`config.mk`:
```
export PLATFORM = sky130hd
export DESIGN_NAME = stuffed_frame_decoder_crc_check_unit_flat
export DESIGN_NICKNAME = d
export VERILOG_FILES = /design/src/rtl/core/sfd_pkg.sv /design/src/rtl/core/sfd_if.sv /design/src/rtl/core/stuffed_frame_decoder_crc_check_unit.sv /design/src/rtl/core/sfd_front.sv /design/src/rtl/core/sfd_queue.sv /design/src/rtl/core/sfd_back.sv /design/src/flat_wrapper.sv
export SDC_FILE = /design/constraint.sdc
export NUM_CORES = 1
export LEC_CHECK = 0
export ABC_AREA = 1
export BUFFER_PORTS_ARGS = -buffer_cell sky130_fd_sc_hd__buf_2
export CAP_MARGIN = 20
export CORE_MARGIN = 1.5
export CORE_UTILIZATION = 60
export CTS_BUF_LIST = sky130_fd_sc_hd__clkbuf_4
export CTS_CLUSTER_DIAMETER = 150
export DETAILED_ROUTE_END_ITERATION = 10
export GPL_TIMING_DRIVEN = 0
export PLACE_DENSITY = 0.87
export SLEW_MARGIN = 40
export SYNTH_ARGS = -nofsm -noshare
export SYNTH_HDL_FRONTEND = slang
export SYNTH_SLANG_ARGS = --single-unit
```
`constraint.sdc`:
```
create_clock -name clk -period 5.48 [get_ports clk]
set_input_delay 1.096 -clock clk [delete_from_list [all_inputs] [get_ports clk]]
set_output_delay 1.096 -clock clk [all_outputs]
set_load 0.05 [all_outputs]
```
`src/rtl/core/sfd_pkg.sv`:
```
// Shared types, codes and the CRC-16 byte step for the stuffed frame decoder.
// No dependencies; every other file in rtl/core imports this package.
package sfd_pkg;

    // Line control characters
    localparam logic [7:0] CH_STX   = 8'h02;
    localparam logic [7:0] CH_ETX   = 8'h03;
    localparam logic [7:0] CH_SUBST = 8'h04;

    // CRC-16 (poly 0x1021, init 0, MSB first)
    localparam logic [15:0] CRC_POLY = 16'h1021;
    localparam logic [15:0] CRC_INIT = 16'h0000;

    localparam logic [7:0] PACKET_LENGTH_RESET = 8'd72;
    localparam logic [7:0] BYTE_COUNT_MAX      = 8'd255;
    localparam logic [7:0] MIN_CRC_BYTES       = 8'd2;

    // What the front end found in one raw byte
    typedef enum logic [1:0] {
        KIND_NONE = 2'd0,
        KIND_DATA = 2'd1,
        KIND_ETX  = 2'd2
    } sfd_kind_t;

    // Frame status reported at ETX
    typedef enum logic [1:0] {
        STATUS_GOOD = 2'd0,
        STATUS_CRC  = 2'd1,
        STATUS_LEN  = 2'd2
    } sfd_status_t;

    // One classified beat passed from front to back
    typedef struct packed {
        sfd_kind_t   kind;
        logic [7:0]  data;
    } sfd_item_t;

    // Fold one byte into the CRC, one bit per step
    function automatic logic [15:0] crc_byte(input logic [15:0] crc_in, input logic [7:0] b);
        logic [15:0] c;
        c = crc_in ^ {b, 8'h00};
        for (int k = 0; k < 8; k++)
        begin
            if (c[15])
                c = {c[14:0], 1'b0} ^ CRC_POLY;
            else
                c = {c[14:0], 1'b0};
        end
        return c;
    endfunction

endpackage

```
`src/rtl/core/sfd_if.sv`:
```
// Channel interfaces of the stuffed frame decoder: raw bytes, config writes, results.
// Depends on sfd_pkg.
interface sfd_byte_if;
    import sfd_pkg::*;
    logic       valid;
    logic       ready;
    logic [7:0] rx_byte;

    modport source (output valid, output rx_byte, input ready);
    modport sink   (input valid, input rx_byte, output ready);
endinterface

interface sfd_cfg_if;
    import sfd_pkg::*;
    logic       valid;
    logic       ready;
    logic [7:0] packet_length;

    modport source (output valid, output packet_length, input ready);
    modport sink   (input valid, input packet_length, output ready);
endinterface

interface sfd_res_if;
    import sfd_pkg::*;
    logic       valid;
    logic       ready;
    logic       data_valid;
    logic [7:0] data_byte;
    logic [7:0] byte_index;
    logic       frame_done;
    logic [1:0] frame_status;

    modport source (output valid, output data_valid, output data_byte, output byte_index,
                    output frame_done, output frame_status, input ready);
    modport sink   (input valid, input data_valid, input data_byte, input byte_index,
                    input frame_done, input frame_status, output ready);
endinterface

```
`src/rtl/core/stuffed_frame_decoder_crc_check_unit.sv`:
```
// Stuffed frame decoder with CRC-16 check: top level.
// Holds the packet length register; depends on sfd_pkg, sfd_if, sfd_front, sfd_queue, sfd_back.
//
// Channels: rx carries one raw line byte per beat; res returns exactly one result
// beat per rx beat, in order (data byte with index, frame end status, or all zero
// for framing bytes); cfg writes packet_length and is always ready.
// Bytes outside a frame are dropped until STX; SUBST escapes the next byte; an
// unescaped ETX closes the frame and reports good, CRC mismatch or length mismatch.
// Result path: a byte goes into the classification queue at the edge that accepts
// it and from there into the result register, which holds its result beat until taken.
// Throughput: one byte per cycle while the receiver takes results, set by the
// combinational CRC byte step in the back end.
// Reset: no frame open, count and CRC cleared, packet_length back to 72.
// Receiver stall: the result register holds; the two-entry queue absorbs the next
// bytes, and rx.ready drops only once the queue is full.
// Write packet_length only while no byte is outstanding.
module stuffed_frame_decoder_crc_check_unit
(
    input  logic        clk,
    input  logic        rst_n,
    sfd_byte_if.sink    rx,
    sfd_cfg_if.sink     cfg,
    sfd_res_if.source   res
);
    import sfd_pkg::*;

    logic [7:0] packet_length_reg;
    logic       q_full;
    logic       q_push;
    logic       q_pop;
    logic       q_not_empty;
    sfd_item_t  push_item;
    sfd_item_t  head_item;

    // Configuration register
    assign cfg.ready = 1'b1;

    always_ff @(posedge clk or negedge rst_n)
    begin
        if (!rst_n)
            packet_length_reg <= PACKET_LENGTH_RESET;
        else if (cfg.valid)
            packet_length_reg <= cfg.packet_length;
    end

    sfd_front u_front
    (
        .clk    (clk),
        .rst_n  (rst_n),
        .rx     (rx),
        .q_full (q_full),
        .q_push (q_push),
        .q_item (push_item)
    );

    sfd_queue u_queue
    (
        .clk       (clk),
        .rst_n     (rst_n),
        .push      (q_push),
        .push_item (push_item),
        .full      (q_full),
        .pop       (q_pop),
        .not_empty (q_not_empty),
        .head_item (head_item)
    );

    sfd_back u_back
    (
        .clk           (clk),
        .rst_n         (rst_n),
        .packet_length (packet_length_reg),
        .q_not_empty   (q_not_empty),
        .q_item        (head_item),
        .q_pop         (q_pop),
        .res           (res)
    );

endmodule

```
`src/rtl/core/sfd_front.sv`:
```
// Front end: accepts raw line bytes, tracks framing and escapes, classifies each beat.
// Depends on sfd_pkg and sfd_byte_if.
module sfd_front
(
    input  logic                 clk,
    input  logic                 rst_n,
    sfd_byte_if.sink             rx,
    input  logic                 q_full,
    output logic                 q_push,
    output sfd_pkg::sfd_item_t   q_item
);
    import sfd_pkg::*;

    logic in_frame_reg, in_frame_next;
    logic escape_reg, escape_next;

    assign rx.ready = !q_full;
    assign q_push   = rx.valid && !q_full;

    // Classify the byte and work out the framing state after it
    always_comb
    begin
        in_frame_next = in_frame_reg;
        escape_next   = escape_reg;
        q_item.kind   = KIND_NONE;
        q_item.data   = rx.rx_byte;
        priority if (!in_frame_reg)
        begin
            if (rx.rx_byte == CH_STX)
                in_frame_next = 1'b1;
        end
        else if (escape_reg)
        begin
            escape_next = 1'b0;
            q_item.kind = KIND_DATA;
        end
        else if (rx.rx_byte == CH_ETX)
        begin
            in_frame_next = 1'b0;
            q_item.kind   = KIND_ETX;
        end
        else if (rx.rx_byte == CH_SUBST)
        begin
            escape_next = 1'b1;
        end
        else
        begin
            q_item.kind = KIND_DATA;
        end
    end

    // Framing state advances on every accepted beat
    always_ff @(posedge clk or negedge rst_n)
    begin
        if (!rst_n)
        begin
            in_frame_reg <= 1'b0;
            escape_reg   <= 1'b0;
        end
        else if (q_push)
        begin
            in_frame_reg <= in_frame_next;
            escape_reg   <= escape_next;
        end
    end

endmodule

```
`src/rtl/core/sfd_queue.sv`:
```
// Two-entry queue of classified beats between front and back end.
// Depends on sfd_pkg.
module sfd_queue
(
    input  logic                 clk,
    input  logic                 rst_n,
    input  logic                 push,
    input  sfd_pkg::sfd_item_t   push_item,
    output logic                 full,
    input  logic                 pop,
    output logic                 not_empty,
    output sfd_pkg::sfd_item_t   head_item
);
    import sfd_pkg::*;

    sfd_item_t  entry_reg [2];
    logic       wr_ptr_reg;
    logic       rd_ptr_reg;
    logic [1:0] count_reg;

    assign full      = (count_reg == 2'd2);
    assign not_empty = (count_reg != 2'd0);
    assign head_item = entry_reg[rd_ptr_reg];

    // Storage needs no reset
    always_ff @(posedge clk)
    begin
        if (push)
            entry_reg[wr_ptr_reg] <= push_item;
    end

    // Pointers and fill level
    always_ff @(posedge clk or negedge rst_n)
    begin
        if (!rst_n)
        begin
            wr_ptr_reg <= 1'b0;
            rd_ptr_reg <= 1'b0;
            count_reg  <= 2'd0;
        end
        else
        begin
            if (push)
                wr_ptr_reg <= !wr_ptr_reg;
            if (pop)
                rd_ptr_reg <= !rd_ptr_reg;
            unique case ({push, pop})
                2'b10:   count_reg <= count_reg + 2'd1;
                2'b01:   count_reg <= count_reg - 2'd1;
                default: count_reg <= count_reg;
            endcase
        end
    end

endmodule

```
`src/rtl/core/sfd_back.sv`:
```
// Back end: byte counting, delayed CRC-16, frame status and the result register.
// Depends on sfd_pkg and sfd_res_if.
module sfd_back
(
    input  logic                 clk,
    input  logic                 rst_n,
    input  logic [7:0]           packet_length,
    input  logic                 q_not_empty,
    input  sfd_pkg::sfd_item_t   q_item,
    output logic                 q_pop,
    sfd_res_if.source            res
);
    import sfd_pkg::*;

    // Frame state
    logic [7:0]  count_reg, count_next;
    logic [15:0] crc_reg, crc_next;
    logic [7:0]  older_reg, older_next;
    logic [7:0]  newer_reg, newer_next;

    // Result register
    logic        out_valid_reg;
    logic        data_valid_reg, data_valid_next;
    logic [7:0]  data_byte_reg, data_byte_next;
    logic [7:0]  index_reg, index_next;
    logic        done_reg, done_next;
    sfd_status_t status_reg, status_next;

    assign q_pop = q_not_empty && (!out_valid_reg || res.ready);

    // Work out one beat's result and the frame state after it
    always_comb
    begin
        count_next      = count_reg;
        crc_next        = crc_reg;
        older_next      = older_reg;
        newer_next      = newer_reg;
        data_valid_next = 1'b0;
        data_byte_next  = 8'h00;
        index_next      = 8'h00;
        done_next       = 1'b0;
        status_next     = STATUS_GOOD;
        unique case (q_item.kind)
            KIND_DATA:
            begin
                if (count_reg < packet_length)
                begin
                    data_valid_next = 1'b1;
                    data_byte_next  = q_item.data;
                    index_next      = count_reg;
                end
                // the older held byte enters the CRC once two newer ones exist
                if (count_reg >= MIN_CRC_BYTES)
                    crc_next = crc_byte(crc_reg, older_reg);
                older_next = newer_reg;
                newer_next = q_item.data;
                if (count_reg != BYTE_COUNT_MAX)
                    count_next = count_reg + 8'd1;
            end
            KIND_ETX:
            begin
                done_next = 1'b1;
                priority if (count_reg != packet_length)
                    status_next = STATUS_LEN;
                else if (count_reg < MIN_CRC_BYTES)
                    status_next = STATUS_CRC;
                else if ({newer_reg, older_reg} != crc_reg)
                    status_next = STATUS_CRC;
                else
                    status_next = STATUS_GOOD;
                count_next = 8'h00;
                crc_next   = CRC_INIT;
                older_next = 8'h00;
                newer_next = 8'h00;
            end
            default:
            begin
                count_next = count_reg;
            end
        endcase
    end

    // Frame state and result valid
    always_ff @(posedge clk or negedge rst_n)
    begin
        if (!rst_n)
        begin
            count_reg     <= 8'h00;
            crc_reg       <= CRC_INIT;
            older_reg     <= 8'h00;
            newer_reg     <= 8'h00;
            out_valid_reg <= 1'b0;
        end
        else
        begin
            if (q_pop)
            begin
                count_reg <= count_next;
                crc_reg   <= crc_next;
                older_reg <= older_next;
                newer_reg <= newer_next;
            end
            if (q_pop)
                out_valid_reg <= 1'b1;
            else if (res.ready)
                out_valid_reg <= 1'b0;
        end
    end

    // Result payload
    always_ff @(posedge clk)
    begin
        if (q_pop)
        begin
            data_valid_reg <= data_valid_next;
            data_byte_reg  <= data_byte_next;
            index_reg      <= index_next;
            done_reg       <= done_next;
            status_reg     <= status_next;
        end
    end

    assign res.valid        = out_valid_reg;
    assign res.data_valid   = data_valid_reg;
    assign res.data_byte    = data_byte_reg;
    assign res.byte_index   = index_reg;
    assign res.frame_done   = done_reg;
    assign res.frame_status = 2'(status_reg);

endmodule
```
`src/flat_wrapper.sv`:
```
// flat-port wrapper written by rule: the top's interface ports become plain ports
module stuffed_frame_decoder_crc_check_unit_flat import sfd_pkg::*;
  (clk, rst_n, rx_valid, rx_rx_byte, rx_ready, cfg_valid, cfg_packet_length, cfg_ready, res_valid, res_data_valid, res_data_byte, res_byte_index, res_frame_done, res_frame_status, res_ready);
  sfd_byte_if rx_i ();
  sfd_cfg_if cfg_i ();
  sfd_res_if res_i ();
  input  logic clk;
  input  logic rst_n;
  input wire logic [$bits(rx_i.valid)-1:0] rx_valid;
  input wire logic [$bits(rx_i.rx_byte)-1:0] rx_rx_byte;
  output wire logic [$bits(rx_i.ready)-1:0] rx_ready;
  input wire logic [$bits(cfg_i.valid)-1:0] cfg_valid;
  input wire logic [$bits(cfg_i.packet_length)-1:0] cfg_packet_length;
  output wire logic [$bits(cfg_i.ready)-1:0] cfg_ready;
  output wire logic [$bits(res_i.valid)-1:0] res_valid;
  output wire logic [$bits(res_i.data_valid)-1:0] res_data_valid;
  output wire logic [$bits(res_i.data_byte)-1:0] res_data_byte;
  output wire logic [$bits(res_i.byte_index)-1:0] res_byte_index;
  output wire logic [$bits(res_i.frame_done)-1:0] res_frame_done;
  output wire logic [$bits(res_i.frame_status)-1:0] res_frame_status;
  input wire logic [$bits(res_i.ready)-1:0] res_ready;
  assign rx_i.valid = rx_valid;
  assign rx_i.rx_byte = rx_rx_byte;
  assign rx_ready = rx_i.ready;
  assign cfg_i.valid = cfg_valid;
  assign cfg_i.packet_length = cfg_packet_length;
  assign cfg_ready = cfg_i.ready;
  assign res_valid = res_i.valid;
  assign res_data_valid = res_i.data_valid;
  assign res_data_byte = res_i.data_byte;
  assign res_byte_index = res_i.byte_index;
  assign res_frame_done = res_i.frame_done;
  assign res_frame_status = res_i.frame_status;
  assign res_i.ready = res_ready;
  stuffed_frame_decoder_crc_check_unit u_core (.clk(clk), .rst_n(rst_n), .rx(rx_i), .cfg(cfg_i), .res(res_i));
endmodule
```
Word level (Yosys, flattened, before mapping). Memory sizes are Yosys's and may differ from the RTL's. Index checks and enable logic that the tools add are counted.

Bits in registers: 75. RAM bits: 20. Input bits: 21. Memories: 1.

$add $sub $neg: 3. Magnitude comparators: 3. Eq/ne operators: 13. Muxes and demuxes: 49. Bitwise logic cells: 10. Reductions and logical operators: 17.

Memories: u_core.u_queue.entry_reg (words 2, bits a word 10, read ports 1, clocked after Yosys merged registers in 0, write ports 1, line sfd_queue.sv:16) `sfd_item_t entry_reg [2];`.

Operators with widths (count): $mux W16 (15); $mux W13 (8); $pmux W8 S2 (3); $pmux W16 S2 (1); $not A3 Y3 (8); $eq A8 B2 Y1 const B (2); $mux W1 (16); $ne A16 B16 Y1 (1); $xor A16 B16 Y16 (1); $add A8 B1 Y8 const B (1); $eq A8 B3 Y1 const B (1); $ge A8 B2 Y1 const B (1); $lt A8 B2 Y1 const B (1); $lt A8 B8 Y1 (1); $mux W2 (4); $mux W8 (1); $ne A8 B8 Y1 (1); $ne A8 B8 Y1 const B (1); $reduce_bool A2 Y1 (4); $eq A2 B2 Y1 const B (3); $reduce_and A2 Y1 (3); $reduce_and A3 Y1 (2); $eq A2 B1 Y1 const B (2); $logic_not A1 Y1 (4); other kinds (8) (10).

Logic depth before layout (Yosys ltp). Gate-level depths: netlist of run 1.

Word-level depth: 33. Mapped depth: 12.

Hierarchy. From an unflattened synthesis of run 1, not the netlist that was laid out.

Cell total of the unflattened synthesis: 583. Area total of the unflattened synthesis: 5004.8 um^2.

Modules (own cells, without submodules): sfd_back (instances 1, cells an instance 428, area each 3434.5 um^2); sfd_queue (instances 1, cells an instance 76, area each 991.0 um^2); stuffed_frame_decoder_crc_check_unit (instances 1, cells an instance 36, area each 319.1 um^2); sfd_front (instances 1, cells an instance 43, area each 260.2 um^2).

Worst setup path before layout of run 1. No wires, ideal clock.

Path kind: input to register. Start point: in res_ready. End point: reg u_core.u_queue.count_reg[1]. Library setup time: 0.125 ns. Data arrival time: 2.452 ns. Required time: 5.355 ns. Slack: 2.903 ns. Cell stages on the path: 8. Buffers on the path: 0. Cell sequence: inv_1 -> nand2_1 -> o21ai_4 -> inv_1 -> ha_1 -> a21oi_1 -> o21ai_0 -> xnor2_1.

Cells in the longest elaborated chain, start to end: 4.

Ends and longest elaborated chain: start, declared (line flat_wrapper.sv:21) `input wire logic [$bits(res_i.ready)-1:0] res_ready;`; $logic_or A1 B1 Y1 * (line sfd_back.sv:29) `assign q_pop = q_not_empty && (!out_valid_reg || res.ready);`; $logic_and A1 B1 Y1 * (line sfd_back.sv:29); via u_core.q_pop (line stuffed_frame_decoder_crc_check_unit.sv:30) `logic q_pop;`; $eq A2 B1 Y1 / $eq A2 B2 Y1 (equally long branches) (line sfd_queue.sv:47) `unique case ({push, pop})`; $pmux W2 S2 / $reduce_bool A2 Y1 (equally long branches); end signal, assigned (line sfd_queue.sv:48) `2'b10: count_reg <= count_reg + 2'd1;`; end signal, assigned (line sfd_queue.sv:49) `2'b01: count_reg <= count_reg - 2'd1;`; end signal, assigned (line sfd_queue.sv:50) `default: count_reg <= count_reg;`; end, declared (line sfd_queue.sv:19) `logic [1:0] count_reg;`.

The timed path passes the listed nets; every way through them passes the cells marked *. A chain may end at the register's enable or synchronous reset.

Final worst setup path of run 1.
Start point: reg u_core.u_queue.count_reg[0]. End point: out rx_ready.

Cells in the longest elaborated chain, start to end: 2.

Ends and longest elaborated chain: $eq A2 B2 Y1 (line sfd_queue.sv:21) `assign full = (count_reg == 2'd2);`; $logic_not A1 Y1 (line sfd_front.sv:17) `assign rx.ready = !q_full;`; end, declared (line flat_wrapper.sv:11) `output wire logic [$bits(rx_i.ready)-1:0] rx_ready;`.

Every way passes these cells.

==> results of run 1 <==
[per-layer routing]
layer	track usage (%)	share of wire [%]	up-vias
li1	-	-	1771
met1	31.8	43	1705
met2	39.1	49	108
met3	5.14	5.7	26
met4	10.8	2.5	0
met5	0	0	-
[power breakdown]
| group | switching, W | internal, W | total (W) | leakage [nW] |
|---|---|---|---|---|
| clock | 0.000263 | 0.000104 | 0.000367 | 0.0674 |
| sequential | 0.000204 | 0.00104 | 0.00124 | 1.07 |
| combinational | 0.00110 | 0.000505 | 0.00161 | 1.39 |
[kinds of logic (layout without fill, tap and decap cells)]
| logic type | after synthesis | in the layout |
|---|---|---|
| fa+ha+maj | 13 | 13 |
| mux | 9 | 9 |
| simple gates | 245 | 245 |
| flops | 95 | 95 |
| xor+xnor | 22 | 22 |
| compound gates | 53 | 53 |
| buf+inv | 80 | 138 |
| other cells | 1 | 1 |
[cell usage in the layout, fill, tap and decap left out, types with 2 or more instances in the layout]
cell type,instances
mux2i_1,8
inv_2,6
o31ai_1,8
inv_6,3
nor2_1,43
nand2_2,6
nor3_1,4
ha_1,13
xnor2_1,13
inv_1,63
buf_4,2
o21ai_0,21
buf_2,45
or2_2,2
dfstp_2,2
clkbuf_4,9
xor2_1,9
edfxtp_1,40
o21ai_1,12
nand3b_1,2
clkbuf_1,3
nand4_1,6
nor2_2,3
clkinvlp_4,2
nand2_1,147
buf_6,2
a21oi_1,5
nand3_2,2
nand3_1,25
inv_8,2
o21ai_2,5
dfrtp_1,53
[worst max-delay path, delay by kind of cell (launching register included)]
| kind | cells | cell delay (ns) |
|---|---|---|
| and+or+nand+nor | 1 | 0.07 |
| buffers and inverters | 2 | 0.33 |
| DFF | 1 | 0.49 |
[area by class of cell]
cell class | instances | area [sq um] | share of cell area [%]
Tap cell | 102 | 128 | 2.45
Timing Repair Buffer | 42 | 213 | 4.08
Multi-Input combinational cell | 343 | 1830 | 35.2
Sequential cell | 95 | 2580 | 49.5
Clock inverter | 7 | 63.8 | 1.22
Inverter | 70 | 264 | 5.07
Buffer | 10 | 61.3 | 1.18
Clock buffer | 9 | 67.6 | 1.30
[how the worst max path moves through the flow]
stage               slack [ns]  cells past startpoint                         from                           to
finish                    3.02                      3  u_core.u_queue.count_reg[0]                     rx_ready
global route              2.94                      3  u_core.u_queue.count_reg[0]                     rx_ready
CTS                       2.99                      9                    res_ready  u_core.u_queue.count_reg[1]
detailed placement        2.49                      9                    res_ready  u_core.u_queue.count_reg[1]
global placement          2.58                      9                    res_ready  u_core.u_queue.count_reg[1]
floorplan                 2.90                      8                    res_ready  u_core.u_queue.count_reg[1]
[per-stage QoR]
| step | util [%] | setup slack [ns] |
|---|---|---|
| 2_1_floorplan | - | 2.90 |
| 3_3_place_gp | 66.0 | 2.58 |
| 3_5_place_dp | 66.0 | 2.49 |
| 4_1_cts | 67.7 | 2.99 |
| 5_1_grt | 67.8 | 2.94 |
| 6_report | 67.8 | 3.02 |
==> summary.txt, run 1 <==
Layout
  • Post-Layout Cell Count: 678
  • Post-route cell area: 0.00521 sq mm
  • Area grow syn2layout: 10.1%
  • Ant. Diodes: 0
  • Fillers: 590
  • Final #Nets: 605
  • Layout cells sized above 1: 17.2%
  • Number of flip-flops in the largest register: 20

Critical path
  • Reg2reg end: u_core.u_back.res.frame_status[1]
  • CP required: 4.38 ns
  • Largest stage delay, worst path: 0.49 ns
  • Worst R2R Setup Slack: 3.30 ns
  • WP data arrival: 1.36 ns
  • CP max FO: 5
  • Crit Path Category: reg2out
  • Worst r2r src: u_core.u_queue.rd_ptr_reg
  • Crit path cell chain: inv_1, nand2_1, buf_2
  • Slowest stage cell, crit path: dfrtp_1
  • R2R cell count: 7
  • Worst Setup Start Kind: flop
  • CP Capture Type: output port

Clocking
  • CTS Buf Count: 9
  • CTS Buffer Depth: 2
  • Root Driver: clkbuf_4
  • Clock slew at reported path FFs: 0.16 ns
  • Cts repair resizes: 0
  • TritonCTS Sinks: 95
  • CTS tree: built
  • Worst-Skew Late Latency: 0.47 ns
  • Hold Buf Count CTS: 0
  • H-tree depth: 3
  • Post-CTS Setup Repair Bufs: 0

Timing
  • Post-Route Setup TNS: 0 ns
  • Period Utilization, post-route: 44.8%
  • Hold Vio Cnt, Final: 0
  • Pins Over Slew Limit: 0
  • Final setup violation count: 0
  • RSZ-0062 raised after global routing: false
  • Fmax: 0.407 GHz
  • Slew @ Worst Pin: 0.694 ns
  • Relative max-transition margin: 53.7%
  • Min Hold Slack: 0.515 ns
  • Worst Skew: 0.0172 ns
  • Post-layout min period: 2.46 ns

Placed design
  • Inst Count DP: 662
  • Post-DP HPWL: 6760 um
  • Post-DP Area: 0.00507 sq mm
  • I/O Buffers: 42
  • GPL Wtd Cong: 0.922

Detailed routing
  • First-pass DRT Iterations: 5
  • Vias after detailed routing: 3610
  • DR WL/cell: 13.5 um
  • DRC viols: 0
  • WL final: 9170 um
  • Post-DRT Antenna Nets: 0
  • Vias per inst: 5.32
  • Starting DRT DRC Count: 236

Yosys
  • Mean Syn Cell Area: 9.14 sq um
  • Compound-Gate Fraction of Synth Area: 6.90%
  • Cell with the most instances after synthesis: nand2_1
  • Synth Register Bits: 95
  • Area leader, netlist: dfrtp_1
  • Mux contribution to synthesized area: 1.93%
  • Post-Syn Area: 0.00473 sq mm
  • Top-area cell type share of the netlist area: 28.0%
  • Ys Warns: 0
  • Sequential fraction of the synthesis area: 54.5%
  • Simple-Gate Fraction of Synth Area: 22.2%
  • Top cells by area, synth: dfrtp_1 28%, edfxtp_1 25%, nand2_1 12%
  • Adder-cell share of the synthesized area: 3.44%
  • Top post-synthesis cells by count: 147 x nand2_1, 64 x inv_1, 53 x dfrtp_1
  • Most common flop cell mapped by yosys: dfrtp_1
  • Post-synthesis xor/xnor area fraction: 4.07%
  • Net Count, Synth: 552
  • Unique masters post-synth: 38
  • Largest family of logic cells by synthesized area: simple AND/OR/NAND/NOR gates
  • Post-synthesis instance total: 518
  • Async SR Flop Fraction: 57.9%
  • Number of synthesized flops with an enable pin: 40

Global route
  • GRT overflow: 0
  • Number of global-route vias before repair: 3505
  • Initial antenna violation count: 0
  • Largest net degree at the start of global routing: 56
  • Gr usage total: 24.2%
  • First-pass GRT wire length: 15900 um

Pwr
  • Max rail drop VDD: 0.372 mV
  • Total power: 0.00322 W
  • Static leakage: 2.54 nW
  • Power Density: 617 mW/mm^2

Flow run
  • Max cap viols: 0

Floorplan
  • DIE AREA: 0.00843 sq mm
  • Die Height: 91.8 um
  • CORE AREA: 0.00769 sq mm
  • Die Width: 91.8 um
  • Ports: 44
  • Num rows: 32
  • Initial core utilization: 61.6%

Hold path
  • Hold Crit Depth: 2
  • Min-delay src: u_core.packet_length_reg[6]
  • HP Class: reg2reg
  • Hold EP: u_core.packet_length_reg[6]

Run status
  • Run status: finished clean
No activity file was read; power rests on OpenSTA's default activity.
==> run 2, diff against run 1 <==
Settings changed: CORE_UTILIZATION 60 to 56, PLACE_DENSITY 0.87 to 0.86.
Clock period 5.48 ns to 1.95 ns, I/O delays scaled along.
==> run 2 against run 1 <==
Against the previous run:
- the run now ends with setup timing left
- non-clock buffer count grew 14
- global-route usage shrank 0.50 points
- flip-flop and latch count is the same
- die area grew 6.9%
- largest power group unchanged
- highest routed layer unchanged
==> summary.txt, run 2 (same netlist as run 1, synthesis figures left out) <==
Layout
  • Number of flip-flops in the largest register: 20 (unchanged)
  • Layout cells sized above 1: 21.1% (+3.9 points)
  • Post-route core utilization: 66.8% (-0.99 points)
  • Commonest non-fill, non-tap cell in the layout: nand2_1
  • Ant. Diodes: 0 (unchanged)
  • Final #Nets: 622 (+2.8%)
  • Post-Layout Cell Count: 698 (+2.9%)
  • Area grow syn2layout: 15.9%
  • Commonest cells after routing, fill and taps aside: 147 x nand2_1, 61 x inv_1, 51 x dfrtp_1
  • Post-route cell area: 0.00549 sq mm (+5.3%)

Placed design
  • Inst Count DP: 665 (+0.45%)
  • Post-DP Area: 0.00510 sq mm (+0.47%)
  • GPL Wtd Cong: 0.960 (+4.1%)
  • I/O Buffers: 42 (unchanged)
  • Post-DP HPWL: 7040 um (+4.1%)
  • Dpl ws: -0.271 ns (-2.76 ns)

Run status
  • Run status: finished with violations
  • Violated checks: setup timing

Critical path
  • Crit Path Category: reg2reg
  • WP data arrival: 2.28 ns (+0.92 ns)
  • CP required: 2.28 ns (-2.10 ns)
  • Worst Setup Start Kind: flop
  • CP Capture Type: flop
  • CP max FO: 8 (+3)

Detailed routing
  • DR WL/cell: 15.0 um (+11%)
  • Vias per inst: 5.43 (+2.0%)
  • WL final: 10500 um (+15%)
  • Post-DRT Antenna Nets: 0 (unchanged)
  • DRC viols: 0 (unchanged)
  • Starting DRT DRC Count: 343 (+45%)
  • First-pass DRT Iterations: 5 (unchanged)
  • Vias after detailed routing: 3791 (+5.0%)

Clocking
  • Root Driver: clkbuf_4
  • TritonCTS Sinks: 95 (unchanged)
  • CTS Buf Count: 9 (unchanged)
  • CTS Buffer Depth: 2 (unchanged)
  • Clock slew at reported path FFs: 0.16 ns (about the same)
  • Worst-Skew Late Latency: 0.47 ns (about the same)
  • H-tree depth: 3 (unchanged)
  • CTS tree: built

Timing
  • Pins Over Slew Limit: 0 (unchanged)
  • Hold Vio Cnt, Final: 0 (unchanged)
  • Final worst slack: -0.00185 ns (-3.03 ns)
  • Period Utilization, post-route: 100%
  • Min Hold Slack: 0.109 ns (-0.406 ns)
  • RSZ-0062 raised after global routing: true
  • Fmax: 0.512 GHz
  • Slew @ Worst Pin: 0.728 ns (+0.0338 ns)
  • Post-layout min period: 1.95 ns
  • Relative max-transition margin: 51.5% (-2.3 points)
  • Worst Skew: 0.0111 ns (-0.00611 ns)
  • Final setup violation count: 1 (+1)

Global route
  • Initial antenna violation count: 0 (unchanged)
  • First-pass GRT wire length: 16400 um (+3.3%)
  • Number of global-route vias before repair: 3625 (+3.4%)
  • Gr usage total: 23.7% (-0.50 points)
  • GRT overflow: 0 (unchanged)
  • Largest net degree at the start of global routing: 56 (unchanged)

Pwr
  • Power Density: 1770 mW/mm^2 (+190%)
  • Static leakage: 2.64 nW (+4.2%)
  • Max rail drop VDD: 1.17 mV (+210%)

Floorplan
  • DIE AREA: 0.00902 sq mm (+6.9%)
  • CORE AREA: 0.00822 sq mm (+6.9%)
  • Die Height: 95.0 um (+3.4%)
  • Initial core utilization: 57.6% (-4.0 points)
  • Die Width: 95.0 um (+3.4%)
  • Ports: 44 (unchanged)
  • Num rows: 33 (+3.1%)

Flow run
  • Max cap viols: 0 (unchanged)

Hold path
  • HP Class: in2reg
==> run 2: cell types whose count changed in the layout (fill, tap and decap cells not counted), sizes merged <==
cell         delta
nand3           +2
clkinvlp        +1
clkinv          +4
clkbuf          +1
inv             -4
buf            +12
dlygate4sd3     +1
==> run 2: what timing repair did <==
action	4_1_cts	5_1_grt
buffers inserted	1	12
hold buffers	1	0
gates cloned	1	3
endpoints found under the hold margin	53	0
pin swaps	4	7
endpoints found under the setup margin	53	51
gates resized for setup	11	21
==> run 2: layout make-up <==
class	instances	area, sq um
clock buffer	9	67.6
tap	105	131
buffer	9	72.6
timing repair buffer	57	349
timing repair inverter	1	5.00
clock inverter	7	65.1
sequential	95	2580
fill	624	2730
inverter	70	278
multi-input combinational	345	1940
==> run 2: worst max-delay path, cell delays in order, from the launching register on <==
cell and delay (ns):
dfstp_2 0.55, inv_1 0.06, ha_1 0.28, nand2_1 0.08, nor2_1 0.08, nor3b_4 0.34
nand3_2 0.27, nor2_1 0.16
==> run 2: metrics by stage <==
stage                      TNS, ns  power (W)
after floorplan             -0.281    0.00701
after global placement       -1.41    0.00785
after detailed placement     -5.62    0.00809
after CTS                        0    0.00919
after global routing        -0.773     0.0104
final                     -0.00185    0.00972
==> run 2: path summary, 6_finish.rpt <==
check | from | endpoint | slack (ns) | cells past startpoint
worst min register to register | u_core.packet_length_reg[3] | u_core.packet_length_reg[3] | 0.52 | 2
worst max register to register | u_core.packet_length_reg[6] | u_core.u_back.res.byte_index[3] | -0.002 | 7
min in group asynchronous | rst_n | u_core.packet_length_reg[1] | 0.47 | 2
worst min-delay path | rx_rx_byte[4] | u_core.u_queue.entry_reg[0][4] | 0.11 | 1
max in group asynchronous | rst_n | u_core.u_back.count_reg[5] | 0.95 | 2
worst max-delay path | u_core.packet_length_reg[6] | u_core.u_back.res.byte_index[3] | -0.002 | 7
==> run 2: power by group <==
group | total, W | switching, W | internal (W)
Combinational | 0.00517 | 0.00340 | 0.00177
Sequential | 0.00352 | 0.000600 | 0.00292
Clock | 0.00102 | 0.000732 | 0.000291
Total | 0.00972 | 0.00473 | 0.00499
==> run 2: layer usage <==
metal	vias up	wire length, um	GRT usage, %
met5	-	0	0
met4	0	431	8.96
met3	38	676	4.83
met2	147	5230	40.6
met1	1791	4160	29.6
li1	1815	-	-
==> run 3, diff against run 2 <==
Clock period 1.95 ns to 1.7 ns, I/O delays scaled along.
==> run 3 against run 2 <==
Against the previous run:
- flip-flop and latch count did not move
- cell count up 2.7%
- combinational power is 46% higher
- critical path depth increased by 4
- clock-buffer cell count is the same
- maximum frequency is 0.13% lower
- first-iteration DRC count grew 22%
- critical endpoint is now u_core.u_back.count_reg[2]
- global-route usage grew 5.2 points
- the flow still finishes with violations (setup timing)
- utilization rose by 6.3 points
==> summary.txt, run 3 (same netlist as run 1, synthesis figures left out) <==
Layout
  • Fillers: 496 (-21%)
  • Post-Layout Cell Count: 717 (+2.7%)
  • Post-route cell area: 0.00601 sq mm (+9.4%)
  • Final #Nets: 641 (+3.1%)
  • Commonest cells after routing, fill and taps aside: 124 x nand2_1, 55 x inv_1, 48 x dfrtp_1
  • Area grow syn2layout: 26.8%
  • Number of flip-flops in the largest register: 20 (unchanged)
  • Post-route core utilization: 73.1% (+6.3 points)
  • Layout cells sized above 1: 33.8% (+13 points)
  • Ant. Diodes: 0 (unchanged)
  • Commonest non-fill, non-tap cell in the layout: nand2_1

Clocking
  • H-tree depth: 3 (unchanged)
  • CTS Buffer Depth: 2 (unchanged)
  • CTS Buf Count: 9 (unchanged)
  • Root Driver: clkbuf_4
  • TritonCTS Sinks: 95 (unchanged)
  • Clock slew at reported path FFs: 0.17 ns (about the same)
  • CTS tree: built
  • Worst-Skew Late Latency: 0.48 ns (about the same)

Timing
  • Final setup violation count: 59 (+58)
  • Slew @ Worst Pin: 0.711 ns (-0.0164 ns)
  • Min Hold Slack: 0.0568 ns (-0.0522 ns)
  • Relative max-transition margin: 52.6% (+1.1 points)
  • Worst Skew: 0.0234 ns (+0.0123 ns)
  • Final worst slack: -0.254 ns (-0.253 ns)
  • Hold Vio Cnt, Final: 0 (unchanged)
  • RSZ-0062 raised after global routing: true
  • Post-layout min period: 1.95 ns (+0.00260 ns)
  • Fmax: 0.512 GHz (-0.13%)
  • Period Utilization, post-route: 115% (+15 points)
  • Pins Over Slew Limit: 0 (unchanged)

Global route
  • Largest net degree at the start of global routing: 56 (unchanged)
  • Number of global-route vias before repair: 4017 (+11%)
  • Gr usage total: 29.0% (+5.2 points)
  • First-pass GRT wire length: 19300 um (+17%)
  • Initial antenna violation count: 0 (unchanged)
  • GRT overflow: 0 (unchanged)

Placed design
  • Inst Count DP: 665 (unchanged)
  • Post-DP Area: 0.00513 sq mm (+0.61%)
  • GPL Wtd Cong: 0.928 (-3.3%)
  • I/O Buffers: 42 (unchanged)
  • Post-DP HPWL: 6880 um (-2.3%)

Critical path
  • Worst R2R Setup Slack: -0.25 ns (-0.25 ns)
  • WP data arrival: 2.32 ns (+0.04 ns)
  • Reg2reg end: u_core.u_back.count_reg[2]
  • Worst Setup Start Kind: flop
  • CP max FO: 5 (-3)
  • Slowest stage cell, crit path: dfrtp_1
  • Worst r2r src: u_core.u_queue.rd_ptr_reg
  • CP Capture Type: flop
  • CP required: 2.07 ns (-0.21 ns)
  • Crit path cell chain: inv_2, or2_4, o21ai_4, ha_4, clkinv_8, a21oi_4, buf_4, nand2_4, buf_8, nand2_1, o21ai_2
  • Largest stage delay, worst path: 0.41 ns (-0.14 ns)
  • Crit Path Category: reg2reg
  • R2R cell count: 11 (+4)

Run status
  • Violated checks: setup timing
  • Run status: finished with violations

Pwr
  • Total power: 0.0129 W (+33%)
  • Max rail drop VDD: 1.43 mV (+22%)
  • Power Density: 2150 mW/mm^2 (+21%)
  • Static leakage: 2.78 nW (+5.4%)

Detailed routing
  • DR WL/cell: 18.3 um (+22%)
  • Starting DRT DRC Count: 417 (+22%)
  • Vias after detailed routing: 4121 (+8.7%)
  • WL final: 13200 um (+25%)
  • DRC viols: 0 (unchanged)
  • Post-DRT Antenna Nets: 0 (unchanged)
  • First-pass DRT Iterations: 6 (+1)
  • Vias per inst: 5.75 (+5.8%)

Floorplan
  • Die Height: 95.0 um (unchanged)
  • DIE AREA: 0.00902 sq mm (unchanged)
  • Initial core utilization: 57.6% (unchanged)
  • Num rows: 33 (unchanged)
  • Die Width: 95.0 um (unchanged)
  • CORE AREA: 0.00822 sq mm (unchanged)
  • Ports: 44 (unchanged)

Hold path
  • Min-delay src: cfg_packet_length[1]
  • HP Class: in2reg
  • Hold EP: u_core.packet_length_reg[1]
  • Hold Crit Depth: 3 (+2)

Flow run
  • Max cap viols: 0 (unchanged)
## run 3: through the flow
step | worst slack (ns) | setup TNS, ns
final | -0.254 | -8.77
after detailed placement | -0.487 | -9.69
after CTS | -0.0866 | -1.68
after floorplan | -0.186 | -0.217
after global routing | -0.343 | -13.76
after global placement | -0.409 | -6.39
## run 3: worst max-delay path: cells and delay by family (launching register included)
kind / cells / cell delay (ns)
buf+inv: 4 / 0.43
fa+ha+maj: 1 / 0.24
compound gates: 3 / 0.34
simple gates: 3 / 0.43
flops: 1 / 0.41
## run 3: power by group
part           switching [W]  internal [W]
Clock               0.000867      0.000331
Combinational        0.00471       0.00284
Sequential          0.000780       0.00336
Total                0.00636       0.00652
## run 3: routing by layer
metal | routed length, um | up-vias | GRT usage (%)
met2 | 6590 | 224 | 47.8
li1 | - | 1850 | -
met5 | 0 | - | 0
met1 | 4940 | 1971 | 35.0
met3 | 838 | 76 | 4.43
met4 | 784 | 0 | 19.5
## run 3: area by class of cell
class                   instances  area [sq um]  share of cell area (%)
multi-input cells             344          2170                    36.1
inverters                      70           295                    4.92
repair buffers                 76           574                    9.56
plain buffers                  10           109                    1.81
repair inverters                1          7.51                   0.125
clock buffers                   9          67.6                    1.13
flip-flops and latches         95          2590                    43.1
clock inverters                 7          63.8                    1.06
well taps                     105           131                    2.19
## run 3: how the worst max path moves through the flow
stage                                 from                     endpoint  slack, ns  cells past startpoint
6_report         u_core.u_queue.rd_ptr_reg   u_core.u_back.count_reg[2]      -0.25                     11
5_1_grt          u_core.u_queue.rd_ptr_reg   u_core.u_back.count_reg[2]      -0.34                     11
4_1_cts          u_core.u_queue.rd_ptr_reg     u_core.u_back.crc_reg[4]      -0.09                     11
3_5_place_dp   u_core.u_queue.count_reg[0]  u_core.u_queue.count_reg[1]      -0.49                      6
3_3_place_gp   u_core.u_queue.count_reg[0]  u_core.u_queue.count_reg[1]      -0.41                      6
2_1_floorplan      u_core.u_back.res.valid  u_core.u_queue.count_reg[1]      -0.19                      7
## run 3: repair_timing
item                                   in CTS  in global routing
setup endpoints to repair                  80                 66
pin swaps                                  17                 12
buffers inserted                           23                  7
gates resized for setup                    82                 49
hold buffers                                1                  0
endpoints found under the hold margin      53                  0
cloned                                      5                  0
